===== src/design/lgnc_pkg.sv =====
package lgnc_pkg;

    localparam int MAX_ROWS = 64;
    localparam int MAX_COLS = 64;
    localparam int ROW_W    = $clog2(MAX_ROWS);
    localparam int COL_W    = $clog2(MAX_COLS);

    // request to the row store; one read and one write port
    typedef struct packed {
        logic                rd_en;
        logic [ROW_W-1:0]    rd_addr;
        logic                wr_en;
        logic [ROW_W-1:0]    wr_addr;
        logic [MAX_COLS-1:0] wr_data;
    } mem_req_t;

endpackage


===== src/design/lgnc_row_store.sv =====
module lgnc_row_store (
    input  logic                    aclk,
    input  logic                    aresetn,
    input  lgnc_pkg::mem_req_t      req,
    output logic [lgnc_pkg::MAX_COLS-1:0] rd_data
);
    import lgnc_pkg::*;

    logic [MAX_COLS-1:0] row_mem [MAX_ROWS];
    logic [MAX_ROWS-1:0] row_vld_reg;
    logic [MAX_ROWS-1:0] row_vld_next;
    logic [MAX_COLS-1:0] rd_word_reg;
    logic                rd_vld_reg;

    always_comb begin
        row_vld_next = row_vld_reg;
        if (req.wr_en) begin
            row_vld_next[req.wr_addr] = 1'b1;
        end
    end

    always_ff @(posedge aclk) begin
        if (!aresetn) begin
            row_vld_reg <= '0;
        end else begin
            row_vld_reg <= row_vld_next;
        end
    end

    always_ff @(posedge aclk) begin
        if (req.wr_en) begin
            row_mem[req.wr_addr] <= req.wr_data;
        end
    end

    always_ff @(posedge aclk) begin
        if (req.rd_en) begin
            rd_word_reg <= row_mem[req.rd_addr];
            rd_vld_reg  <= row_vld_reg[req.rd_addr];
        end
    end

    // rows never written since reset read as all dead
    assign rd_data = rd_vld_reg ? rd_word_reg : '0;

endmodule

===== config.mk =====
export PLATFORM = sky130hd
export DESIGN_NAME = lgnc_row_store
export DESIGN_NICKNAME = d
export VERILOG_FILES = /design/src/design/lgnc_pkg.sv /design/src/design/lgnc_row_store.sv
export SDC_FILE = /design/constraint.sdc
export NUM_CORES = 2
export LEC_CHECK = 0
export ABC_CLOCK_PERIOD_IN_PS = 10000
export BUFFER_PORTS_ARGS = -buffer_cell sky130_fd_sc_hd__clkbuf_2
export CAP_MARGIN = 25
export CORE_ASPECT_RATIO = 1.25
export CORE_UTILIZATION = 45
export DETAILED_ROUTE_END_ITERATION = 12
export PLACE_DENSITY = 0.56
export SYNTH_ARGS = -nofsm -noshare
export SYNTH_HDL_FRONTEND = slang
export SYNTH_SLANG_ARGS = --single-unit
export TNS_END_PERCENT = 100

===== constraint.sdc =====
create_clock -name aclk -period 10 [get_ports aclk]
set_input_delay 1.5 -clock aclk [delete_from_list [all_inputs] [get_ports aclk]]
set_output_delay 1.5 -clock aclk [all_outputs]
set_load 0.005 [all_outputs]

==> qor.yml <==
floorplanning:
  die_area_um2: 358000
  die_x_um: 535
  start_util: 0.452
  die_height_um: 668
  core-area_um2: 354000
  core.rowCount: 244
  pin_count: 144
pwr:
  leakage_nw: 56.7
  worst_ir_drop_vdd_mv: 0.181
  power_density_nw_per_um2: 202
clocking:
  cts_buffer_depth: 4
  cts_tree: "done"
  clockRootBuffer: "clkbuf_16"
  cts_buffers: 408
  clkSinkCount: 4225
  ctsResizeCount: 0
  post_cts_buffers: 0
  path_clk_slew_ps: 60
  cts.hold.buffers_added: 0
  clkLatencyLatePin_ps: 980
  cts_max_level: 5
synthesis:
  ys_types: 33
  ys_warn_count: 0
  synthesis.nets: 6971
  ys_ff_latch: 4225
  syn_inst: 6891
  avgSynthCellArea_um2: 23.2
  synth_seq_area_share: 0.789
  syn_area_um2: 160000
detailed_routing:
  post_drt_wl_per_cell_um: 37.7
  finalWirelength_um: 467000
  vias: 77986
  ant_nets: 0
  vias_per_cell: 6.29
  first_pass_iters: 5
  drt-initial-drc-count: 10322
  drc: 0
global_routing:
  grt_pass1_vias: 79498
  grt_max_degree: 121
  antenna_found_initial: 44
  grt_pass1_wl_um: 642000
  grt_remaining_overflow: 0
  grt_use_total: 0.260
final_layout:
  layout-drive-gt1-share: 0.280
  final_cell_mix: "edfxtp_1, mux4_2, clkbuf_16"
  final_common_cell: "edfxtp_1"
  largest_register_ffs: 4096
  syn2layout_area_growth_pct: 13.5
  nNetsFinal: 7438
  n_fill_cell: 27632
  fin_cells: 12407
  multi_input_area_um2: 32200
  final-seq-area_um2: 126000
  fin_area_um2: 181000
timing:
  tightest_slew_ps: 1120
  hold_slack_ps: 458
  final-hold-violation-count: 0
  final.setup.tns_ps: 0
  maxSlewHeadroom: 0.234
  rsz0062_at_grt: "no"
  skew_ps: 43.3
  drv_slew: 0
  fin_crit_sh: 0.486
  period_needed_ps: 4860
  setup_viol: 0
  max_freq_mhz: 206
setup_path:
  critical-path-max-stage-delay_ps: 960
  worstPathCellList: "buf_4, and2_1, clkbuf_2"
  cp-end-kind: "primary output"
  cp_slowest_cell: "edfxtp_1"
  cp.arrival_ps: 3360
  crit_required_ps: 8500
  reg2reg_to: "rd_vld_reg"
  startpoint_type: "flop"
  r2r_setup_slack_ps: 7430
  path_delay_family: "flip-flops"
  crit_buf_inv: 2
  critPathMaxFanout: 46
  reg2reg_depth: 5
  crit_type: "flop to primary output"
  r2r_start: "row_vld_reg[10]"
hold_path:
  hold_depth: 1
  min_from: "row_vld_reg[51]"
  worst_hold_path_type: "flop to flop"
  worstHoldEndpoint: "row_vld_reg[51]"
place:
  portBuffers: 143
  post-place-cells: 11594
  dp_hpwl_um: 249000
  place.gp.congestion: 0.789
  dpl-instance-area_um2: 168000
run_status:
  outcome: "finished clean"
job:
  max_cap_violations: 0
==> Yosys cell counts <==
cell	number	area, µm²
buf_4	54	405
o21a_1	64	480
nor3_1	4	20.0
and2_1	66	413
or3_1	27	169
buf_1	7	26.3
buf_6	18	203
nand2b_1	6	37.5
nand2_1	117	439
dfxtp_1	64	1280
mux2i_1	196	1960
buf_2	165	826
clkbuf_1	144	541
a2bb2oi_1	19	166
a22o_1	2	17.5
nand3_1	96	480
nor2_2	1	6.26
mux4_2	1040	23400
nand3b_1	1	7.51
edfxtp_1	4161	125000
a41oi_1	25	219
o22ai_1	84	526
o31ai_1	1	7.51
nor3b_1	1	7.51
a2111oi_0	21	184
nor2_1	130	488
inv_1	19	71.3
nand4_1	3	18.8
nor2b_1	32	200
a31oi_1	39	244
a21oi_1	1	5.00
or2_2	25	156
a22oi_1	258	1940
==> routing by layer <==
metal  part of all wire  global-route usage  up-vias
met3              0.078              0.0393      684
met4              0.027              0.0704       12
met2               0.50               0.438     3708
li1                   -                   -    30453
met5            0.00015                   0        -
met1               0.39               0.355    43129
==> per-stage QoR <==
step | utilization | power [mW] | setup WS [ps]
global route | 0.513 | 37.6 | 5040
floorplan | - | 20.9 | 3050
global placement | 0.473 | 21.7 | 4030
finish | 0.513 | 36.7 | 5140
detailed placement | 0.474 | 21.8 | 4440
CTS | 0.511 | 36.9 | 5010
==> worst max path at each step <==
stage | start | end | slack [ps] | cells past startpoint
finish | rd_vld_reg | rd_data[51] | 5140 | 3
floorplan | req[70] | row_mem[40][0] | 3050 | 3
global placement | req[73] | rd_word_reg[43] | 4030 | 9
global route | rd_vld_reg | rd_data[51] | 5040 | 3
detailed placement | req[73] | rd_word_reg[43] | 4440 | 10
CTS | rd_vld_reg | rd_data[51] | 5010 | 3
==> worst register-to-register path, delay by kind of cell, from the launching register on <==
family / cells / cell delay [ps]
AOI/OAI and AO/OA: 3 / 1670
DFF: 1 / 340
muxes: 2 / 380
==> cell type report <==
class	instances	share of cell area
Sequential cell	4225	0.696
Multi-Input combinational cell	2259	0.177
Clock buffer	519	0.0595
Tap cell	4674	0.0322
Timing Repair Buffer	445	0.0217
Clock inverter	237	0.0126
Antenna cell	29	0.000400
Inverter	19	0.000393
==> where the power goes <==
part | internal, mW | switching [mW] | total [mW] | leakage (nW)
sequential | 19.6 | 0.0792 | 19.7 | 38.0
clock | 8.56 | 6.69 | 15.3 | 6.38
combinational | 0.633 | 1.09 | 1.72 | 12.3
total | 28.8 | 7.86 | 36.7 | 56.7
==> cell families after synthesis <==
logic type,synth area share
simple gates,0.0153
flops,0.789
mux,0.159
buf+inv,0.0130
compound gates,0.0237
Note: power is estimated with default switching activity, not from simulation.
